--- src/rtl/tkrs_pkg.sv ---
// Package for the top-k running sum block: word types, opcode and status codes,
// and the control and flag structs used between the top level and its cells.
// No dependencies.
`default_nettype none
package tkrs_pkg;

  localparam int VAL_W = 48;
  localparam int SUM_W = 64;
  localparam int KC_W  = 11;
  localparam int ST_W  = 2;

  localparam logic OP_INSERT = 1'b0;
  localparam logic OP_DELETE = 1'b1;

  localparam logic [ST_W-1:0] STAT_DONE     = 2'd0;
  localparam logic [ST_W-1:0] STAT_NOT_FOUND = 2'd1;
  localparam logic [ST_W-1:0] STAT_FULL     = 2'd2;

  typedef struct packed {
    logic                    opcode;
    logic signed [VAL_W-1:0] value;
  } in_word_t;

  typedef struct packed {
    logic signed [SUM_W-1:0] top_sum;
    logic [ST_W-1:0]         status;
    logic [KC_W-1:0]         entry_count;
  } out_word_t;

  // shift command broadcast to every cell
  typedef struct packed {
    logic             ins;
    logic             del;
    logic [VAL_W-1:0] x;
  } cell_cmd_t;

  // per-cell compare results against the broadcast value
  typedef struct packed {
    logic valid;
    logic ge;
    logic gt;
    logic eq;
  } cell_flag_t;

endpackage
`default_nettype wire

--- src/rtl/tkrs_cell.sv ---
// One entry of the descending sorted chain: holds a value and its valid bit,
// compares against the broadcast value and shifts from a neighbor. Uses tkrs_pkg.
`default_nettype none
module tkrs_cell (
  input  wire                                clk_i,
  input  wire                                rst_ni,
  input  wire tkrs_pkg::cell_cmd_t           cmd_i,
  input  wire [tkrs_pkg::VAL_W-1:0]          prev_val_i,
  input  wire                                prev_valid_i,
  input  wire                                prev_ge_i,
  input  wire [tkrs_pkg::VAL_W-1:0]          next_val_i,
  input  wire                                next_valid_i,
  output logic [tkrs_pkg::VAL_W-1:0]         val_o,
  output tkrs_pkg::cell_flag_t               flag_o
);

  logic [tkrs_pkg::VAL_W-1:0] val_q, val_d;
  logic                       valid_q, valid_d;

  always_comb begin
    flag_o.valid = valid_q;
    flag_o.ge    = valid_q && ($signed(val_q) >= $signed(cmd_i.x));
    flag_o.gt    = valid_q && ($signed(val_q) > $signed(cmd_i.x));
    flag_o.eq    = valid_q && (val_q == cmd_i.x);
  end

  always_comb begin
    val_d   = val_q;
    valid_d = valid_q;
    if (cmd_i.ins && !flag_o.ge) begin
      val_d   = prev_ge_i ? cmd_i.x : prev_val_i;
      valid_d = prev_ge_i ? 1'b1 : prev_valid_i;
    end else if (cmd_i.del && !flag_o.gt) begin
      val_d   = next_val_i;
      valid_d = next_valid_i;
    end
  end

  always_ff @(posedge clk_i or negedge rst_ni) begin
    if (!rst_ni) begin
      valid_q <= 1'b0;
    end else begin
      valid_q <= valid_d;
    end
  end

  always_ff @(posedge clk_i) begin
    val_q <= val_d;
  end

  assign val_o = val_q;

endmodule
`default_nettype wire

--- config.mk ---
export PLATFORM = sky130hd
export DESIGN_NAME = tkrs_cell
export DESIGN_NICKNAME = d
export VERILOG_FILES = /design/src/rtl/tkrs_pkg.sv /design/src/rtl/tkrs_cell.sv
export SDC_FILE = /design/constraint.sdc
export NUM_CORES = 1
export LEC_CHECK = 0
export ABC_AREA = 0
export BUFFER_PORTS_ARGS = -buffer_cell sky130_fd_sc_hd__buf_2
export CORE_MARGIN = 1
export CORE_UTILIZATION = 40
export DETAILED_ROUTE_END_ITERATION = 8
export PLACE_DENSITY_LB_ADDON = 0.2
export SYNTH_ARGS = -nofsm -noshare
export SYNTH_HDL_FRONTEND = slang
export SYNTH_SLANG_ARGS = --single-unit
--- constraint.sdc ---
create_clock -name clk_i -period 9.8 [get_ports clk_i]
set_input_delay 1.96 -clock clk_i [delete_from_list [all_inputs] [get_ports clk_i]]
set_output_delay 1.96 -clock clk_i [all_outputs]
set_load 0.01 [all_outputs]
==> results of run 1 <==
-- layout make-up --
| type | instances | area (um2) |
|---|---|---|
| Sequential cell | 49 | 1470 |
| Clock inverter | 3 | 12.5 |
| Clock buffer | 5 | 68.8 |
| Fill cell | 880 | 4220 |
| Timing Repair Buffer | 205 | 1030 |
| Multi-Input combinational cell | 286 | 2060 |
| Tap cell | 129 | 161 |
| Inverter | 57 | 214 |
-- cells in the final DEF (no fill, tap or decap), types with 2 or more instances in the layout --
cell / n
nor4_1: 2
o211ai_1: 2
clkbuf_8: 5
mux2i_1: 49
edfxtp_1: 48
nor2b_1: 2
nand4_1: 13
ha_1: 48
inv_1: 57
nor3_1: 4
nand2_1: 13
a211oi_1: 2
clkinv_1: 2
buf_2: 202
buf_4: 3
nor2_1: 53
o21ai_0: 9
a21oi_1: 73
nand3_1: 3
-- metal layers --
metal	up-vias	part of all wire [%]	GRT usage, %
li1	1854	-	-
met1	1629	44	24.1
met2	110	49	34.2
met3	8	5.6	3.79
met4	0	0.88	4.86
met5	-	0	0
-- registers in the layout, summed over array words and instances (netlist names) --
signal / flops
valid_q: 1
val_o: 48
-- kinds of logic after synthesis --
kind of cell / share of synthesized area [%]
AOI/OAI and AO/OA: 14.3
and+or+nand+nor: 10.9
buffers and inverters: 7.84
muxes: 12.9
DFF: 38.4
adders and majority gates: 15.7
-- power by group --
part / leakage (nW) / switching, mW / internal [mW]
clock: 0.0430 / 0.0708 / 0.0484
combinational: 2.08 / 0.445 / 0.273
sequential: 0.479 / 0.0557 / 0.408
-- through the flow --
stage	utilization [%]	std cells	total power, mW	instance area [um2]	worst slack [ns]
2_1_floorplan	-	409	0.941	3820	3.38
3_3_place_gp	53.4	726	1.17	4940	3.46
3_5_place_dp	53.4	726	1.20	4940	3.38
4_1_cts	54.3	734	1.32	5020	3.37
5_1_grt	54.3	734	1.42	5020	3.13
6_report	54.3	734	1.30	5020	3.39
-- tightest hold or removal path, delay by kind of cell, from the launching register on --
family	cells	cell delay, ns
buf+inv	1	0.08
flops	1	0.37
compound gates	1	0.14
-- final timing paths --
check | end | cells after the start | startpoint | slack, ns
setup / recovery | flag_o[1] | 11 | cmd_i[35] | 3.39
hold / removal | valid_q$_DFFE_PN0P_ | 2 | valid_q$_DFFE_PN0P_ | 0.64
max in group asynchronous | valid_q$_DFFE_PN0P_ | 1 | rst_ni | 8.30
setup reg to reg | val_o[18]$_DFFE_PP_ | 10 | val_o[43]$_DFFE_PP_ | 5.60
min in group asynchronous | valid_q$_DFFE_PN0P_ | 1 | rst_ni | 1.42
hold reg to reg | valid_q$_DFFE_PN0P_ | 2 | valid_q$_DFFE_PN0P_ | 0.64
==> flow_summary.yaml, run 1 <==
worst_setup_path:
  worstSetupPathType: "in2out"
  end_kind: "primary output"
  start_kind: "primary input"
  path_buf_inv: 3
  crit_required_ns: 7.84
  slowest_stage: "nor4_2"
  arrival_ns: 4.45
  crit_fanout: 3
  worstPathCellList: "buf_2, inv_1, ha_1, nand4_1, nor4_2, nand4_1, o32ai_1, or3_1, mux2i_1, and3_1, buf_2"
  crit_path_max_incr_delay_ns: 0.42
  cp_top_family: "simple AND/OR/NAND/NOR gates"
flow_run:
  drv_cap: 0
sta:
  tightestPinTransition_ns: 0.920
  timing.fmax_mhz: 156
  fin_hold_ws_ns: 0.635
  hold_viol: 0
  maxSlewHeadroom_pct: 38.6
  grt_setup_unrepaired: "no"
  setup_violations: 0
  tns_ns: 0
  post-route-period-util_pct: 65.4
  skew_ns: 0.0107
  finalMaxSlewViolations: 0
  min_period_ns: 6.41
drt:
  ant_nets: 0
  detail_route.wl_per_cell_um: 13.1
  via_per_inst: 4.91
  routed_wl_um: 9580
  remaining_drc_errors: 0
  first_iter_violations: 95
  routed-via-count: 3601
  first_pass_iters: 4
synth:
  syn-mean-instance-area_um2: 9.33
  netlist.area_leader.share_pct: 37.8
  synth_cell_types: 33
  synth_flop_cell: "edfxtp_1"
  yosysTopAreaCell: "edfxtp_1"
  synth-edff-count: 48
  syn-num-nets: 608
  syn-cell-area_mm2: 0.00382
  ys_seq_area_share_pct: 38.4
  yosys_warnings: 0
  netlist_top_cells_area: "edfxtp_1 38%, ha_1 16%, mux2i_1 13%"
  synth_seq_cells: 49
  synth_common_cells: "73 x a21oi_1, 57 x inv_1, 53 x nor2_1, 49 x mux2i_1"
  synth.most_common_cell: "a21oi_1"
  async_reset_ff_share_pct: 2.04
  syn_inst: 409
clocking:
  cts.sinks: 49
  cts_buffer_depth: 2
  cts_tree: "done"
  htreeDepth: 2
  cts_resized: 0
  clk_latency_ns: 0.31
  numCtsBuffers: 5
  cts-root-buf: "clkbuf_8"
  path_clk_slew_ns: 0.09
  hold_buffers: 0
  postCtsSetupRepairBufs: 0
finish:
  nNetsFinal: 803
  area_delta_synth_final_pct: 31.5
  drive_gt1_share_pct: 35.4
  antenna_cells: 0
die:
  ios: 203
  die_area_mm2: 0.00994
  core_mm2: 0.00924
  die_w_um: 99.7
  die_y_um: 99.7
  num_rows: 35
  initial_utilization_pct: 41.3
global_route:
  grt_max_degree: 100
  first_global_vias: 3393
  grt_pass1_wl_um: 15400
  antenna_found_initial: 0
  overflow: 0
  grt.total_usage_pct: 19.4
pwr:
  power_density_mw_per_mm2: 259
  peakVddDrop_v: 0.000122
  p_leak_nw: 2.61
placed_design:
  portBuffers: 202
  routabilityCongestion: 0.759
  dp_hpwl_um: 7540
hold_path:
  min_path_type: "reg2reg"
status:
  status: "completed"
Note: power is estimated with default switching activity, not from simulation.
==> run 2, diff against run 1 <==
clock period = 5.6 ns   (was 9.8 ns; I/O delays follow)
==> flow_summary.yaml, run 2 (synthesis gave the netlist of run 1 again) <==
status:
  status: "completed"
clocking:
  path_clk_slew_ns: 0.09
  cts.sinks: 49
  cts_buffer_depth: 2
  cts_tree: "done"
  htreeDepth: 2
  numCtsBuffers: 5
  clk_latency_ns: 0.30
  cts_resized: 0
  hold_buffers: 0
  postCtsSetupRepairBufs: 0
  cts-root-buf: "clkbuf_8"
finish:
  nNetsFinal: 803
  nFillCells: 924
  area_delta_synth_final_pct: 31.7
  seqCellArea_mm2: 0.00147
  multi_input_area_mm2: 0.00206
  most-common-layout-cells: "202 x buf_2, 73 x a21oi_1, 57 x inv_1, 53 x nor2_1, 49 x mux2i_1"
  final_common_cell: "buf_2"
  largest_reg_flops: 48
  drive_gt1_share_pct: 35.4
  antenna_cells: 0
sta:
  tns_ns: 0
  setup_violations: 0
  maxSlewHeadroom_pct: 31.9
  fin_hold_ws_ns: 0.575
  grt_setup_unrepaired: "no"
  hold_viol: 0
  timing.fmax_mhz: 211
  post-route-period-util_pct: 84.7
  min_period_ns: 4.74
  tightestPinTransition_ns: 1.02
  skew_ns: 0.00902
  finalMaxSlewViolations: 0
drt:
  routed-via-count: 3606
  dr.max_layer_used: "met4"
  wl_met3_um: 528
  ant_nets: 0
  wl_met2_um: 4870
  routed_wl_um: 9790
  remaining_drc_errors: 0
  wl_met1_um: 4280
  detail_route.wl_per_cell_um: 13.3
  first_iter_violations: 68
  first_pass_iters: 4
  via_per_inst: 4.91
placed_design:
  portBuffers: 202
  dp_hpwl_um: 7810
  routabilityCongestion: 0.771
worst_setup_path:
  cp_top_family: "simple AND/OR/NAND/NOR gates"
  arrival_ns: 3.62
  start_kind: "primary input"
  crit_required_ns: 4.48
  worstPathCellList: "buf_2, inv_1, ha_1, nand4_1, nor4_2, nand4_1, o32ai_1, or3_1, mux2i_1, and3_1, buf_2"
  end_kind: "primary output"
  crit_cells: 11
  path_buf_inv: 3
  crit_fanout: 3
  slowest_stage: "nor4_2"
  setup.reg_to_reg.worst_slack_ns: 2.02
  worstSetupPathType: "in2out"
  ff2ff_path_depth: 9
  crit_path_max_incr_delay_ns: 0.42
pwr:
  p_leak_nw: 2.61
  peakVddDrop_v: 0.000265
  power_density_mw_per_mm2: 457
die:
  die_w_um: 99.7
  num_rows: 35
  die_area_mm2: 0.00994
  ios: 203
  initial_utilization_pct: 41.3
  die_y_um: 99.7
  core_mm2: 0.00924
global_route:
  antenna_found_initial: 0
  overflow: 0
  grt_max_degree: 99
  first_global_vias: 3404
  grt_pass1_wl_um: 15300
  grt.total_usage_pct: 19.5
hold_path:
  min_path_type: "in2async"
flow_run:
  drv_cap: 0
-- run 2: routing by layer --
layer | global-route usage [%] | up-vias
met5 | 0 | -
met3 | 3.65 | 9
met2 | 34.6 | 105
met4 | 5.43 | 0
met1 | 24.1 | 1639
li1 | - | 1853
-- run 2: worst paths after layout --
path	start	endpoint
hold / removal	rst_ni	valid_q$_DFFE_PN0P_
min in group clk_i	valid_q$_DFFE_PN0P_	valid_q$_DFFE_PN0P_
setup reg to reg	val_o[5]$_DFFE_PP_	val_o[47]$_DFFE_PP_
setup / recovery	cmd_i[35]	flag_o[1]
max in group asynchronous	rst_ni	valid_q$_DFFE_PN0P_
hold reg to reg	valid_q$_DFFE_PN0P_	valid_q$_DFFE_PN0P_
-- run 2: power breakdown --
part | internal, mW | leakage, nW | switching [mW]
Combinational | 0.480 | 2.08 | 0.780
Sequential | 0.714 | 0.479 | 0.101
Clock | 0.101 | 0.0455 | 0.120
-- run 2: layout make-up --
cell class	instances	share of cell area, %
multi-input combinational	286	41.0
timing repair buffer	205	20.6
clock buffer	8	1.79
sequential	49	29.2
tap	129	3.21
inverter	57	4.26
-- run 2: stage by stage --
stage	instances	setup slack [ns]	util, %	total power, mW	instance area [um2]
final	734	0.857	54.4	2.30	5030
after global routing	734	0.674	54.4	2.51	5030
after CTS	734	0.848	54.4	2.32	5030
after detailed placement	726	0.859	53.4	2.10	4940
after global placement	726	0.952	53.4	2.06	4940
after floorplan	409	0.0167	-	1.65	3820
==> run 3, diff against run 2 <==
clock period = 4.4 ns   (was 5.6 ns; I/O delays follow)
==> flow_summary.yaml, run 3 (synthesis gave the netlist of run 1 again) <==
sta:
  finalMaxSlewViolations: 0
  fin_hold_ws_ns: 0.343
  setup_violations: 0
  tightestPinTransition_ns: 0.634
  maxSlewHeadroom_pct: 57.2
  grt_setup_unrepaired: "no"
  skew_ns: 0.00802
  min_period_ns: 4.23
  post-route-period-util_pct: 96.1
  timing.fmax_mhz: 236
  tns_ns: 0
  hold_viol: 0
finish:
  drive_gt1_share_pct: 35.9
  most-common-layout-cells: "202 x buf_2, 73 x a21oi_1, 57 x inv_1, 53 x nor2_1"
  multi_input_area_mm2: 0.00208
  area_delta_synth_final_pct: 32.8
  final_common_cell: "buf_2"
  nNetsFinal: 805
  nFillCells: 910
  antenna_cells: 0
  final_util_pct: 54.8
  largest_reg_flops: 48
  seqCellArea_mm2: 0.00147
drt:
  remaining_drc_errors: 0
  ant_nets: 0
  first_pass_iters: 4
  first_iter_violations: 95
  via_per_inst: 4.91
  routed-via-count: 3613
  routed_wl_um: 9830
  detail_route.wl_per_cell_um: 13.4
worst_setup_path:
  setup.reg_to_reg.worst_slack_ns: 1.15
  end_kind: "primary output"
  slowest_stage: "nor4_4"
  crit_required_ns: 3.52
  worstSetupPathType: "in2out"
  crit_fanout: 3
  worstPathCellList: "buf_2, inv_1, ha_1, nand4_1, nor4_4, nand4_1, o32ai_2, or3_1, mux2i_2, and3_1, buf_2"
  path_buf_inv: 3
  start_kind: "primary input"
  cp_top_family: "simple AND/OR/NAND/NOR gates"
  arrival_ns: 3.35
  crit_path_max_incr_delay_ns: 0.38
global_route:
  first_global_vias: 3502
  overflow: 0
  grt_pass1_wl_um: 15600
  grt.total_usage_pct: 19.7
  antenna_found_initial: 0
  grt_max_degree: 49
die:
  initial_utilization_pct: 41.3
  die_w_um: 99.7
  die_area_mm2: 0.00994
  core_mm2: 0.00924
  die_y_um: 99.7
  ios: 203
  num_rows: 35
placed_design:
  portBuffers: 202
  dp_hpwl_um: 8020
  routabilityCongestion: 0.798
pwr:
  peakVddDrop_v: 0.000300
  p_leak_nw: 2.63
  power_density_mw_per_mm2: 580
clocking:
  path_clk_slew_ns: 0.09
  clk_latency_ns: 0.30
  cts_buffer_depth: 2
  cts-root-buf: "clkbuf_8"
  htreeDepth: 2
  postCtsSetupRepairBufs: 0
  hold_buffers: 0
  numCtsBuffers: 5
  cts_tree: "done"
  cts.sinks: 49
status:
  status: "completed"
hold_path:
  min_path_type: "in2async"
flow_run:
  drv_cap: 0
-- run 3: path summary, 6_finish.rpt --
path / startpoint / to / cells past startpoint
worst max-delay path: cmd_i[35] / flag_o[1] / 11
worst min-delay path: rst_ni / valid_q$_DFFE_PN0P_ / 1
worst max register to register: val_o[7]$_DFFE_PP_ / val_o[24]$_DFFE_PP_ / 9
worst min register to register: valid_q$_DFFE_PN0P_ / valid_q$_DFFE_PN0P_ / 2
max in group asynchronous: rst_ni / valid_q$_DFFE_PN0P_ / 1
min in group clk_i: valid_q$_DFFE_PN0P_ / valid_q$_DFFE_PN0P_ / 2
-- run 3: routing by layer --
metal / routed length (um) / part of all wire, % / vias up / track usage, %
met5: 0 / 0 / - / 0
met4: 140 / 1.4 / 0 / 5.09
met3: 454 / 4.6 / 10 / 3.09
met2: 4850 / 49 / 119 / 35.7
met1: 4390 / 45 / 1626 / 24.2
li1: - / - / 1858 / -
-- run 3: what timing repair did --
| item | 4_1_cts | 5_1_grt |
|---|---|---|
| gates resized for setup | 0 | 3 |
| endpoints found under the hold margin | 0 | 0 |
| setup endpoints to repair | 0 | 2 |
-- run 3: report_power, final --
group	switching [mW]	internal (mW)
Clock	0.152	0.108
Sequential	0.126	0.905
Combinational	1.01	0.642
Total	1.29	1.65
-- run 3: cell type report --
class,instances,area share [%]
timing repair buffer,207,20.9
clock buffer,5,1.36
clock inverter,3,0.247
sequential,49,28.9
tap,129,3.19
multi-input combinational,286,41.1
inverter,57,4.22
-- run 3: through the flow --
stage | setup slack, ns | cells | total power, mW | instance area, um2
2_1_floorplan | 0.0772 | 409 | 2.09 | 3820
3_3_place_gp | 0.237 | 728 | 2.65 | 4960
3_5_place_dp | 0.113 | 728 | 2.70 | 4960
4_1_cts | 0.0993 | 736 | 2.97 | 5050
5_1_grt | 0.00564 | 736 | 3.22 | 5070
6_report | 0.169 | 736 | 2.94 | 5070
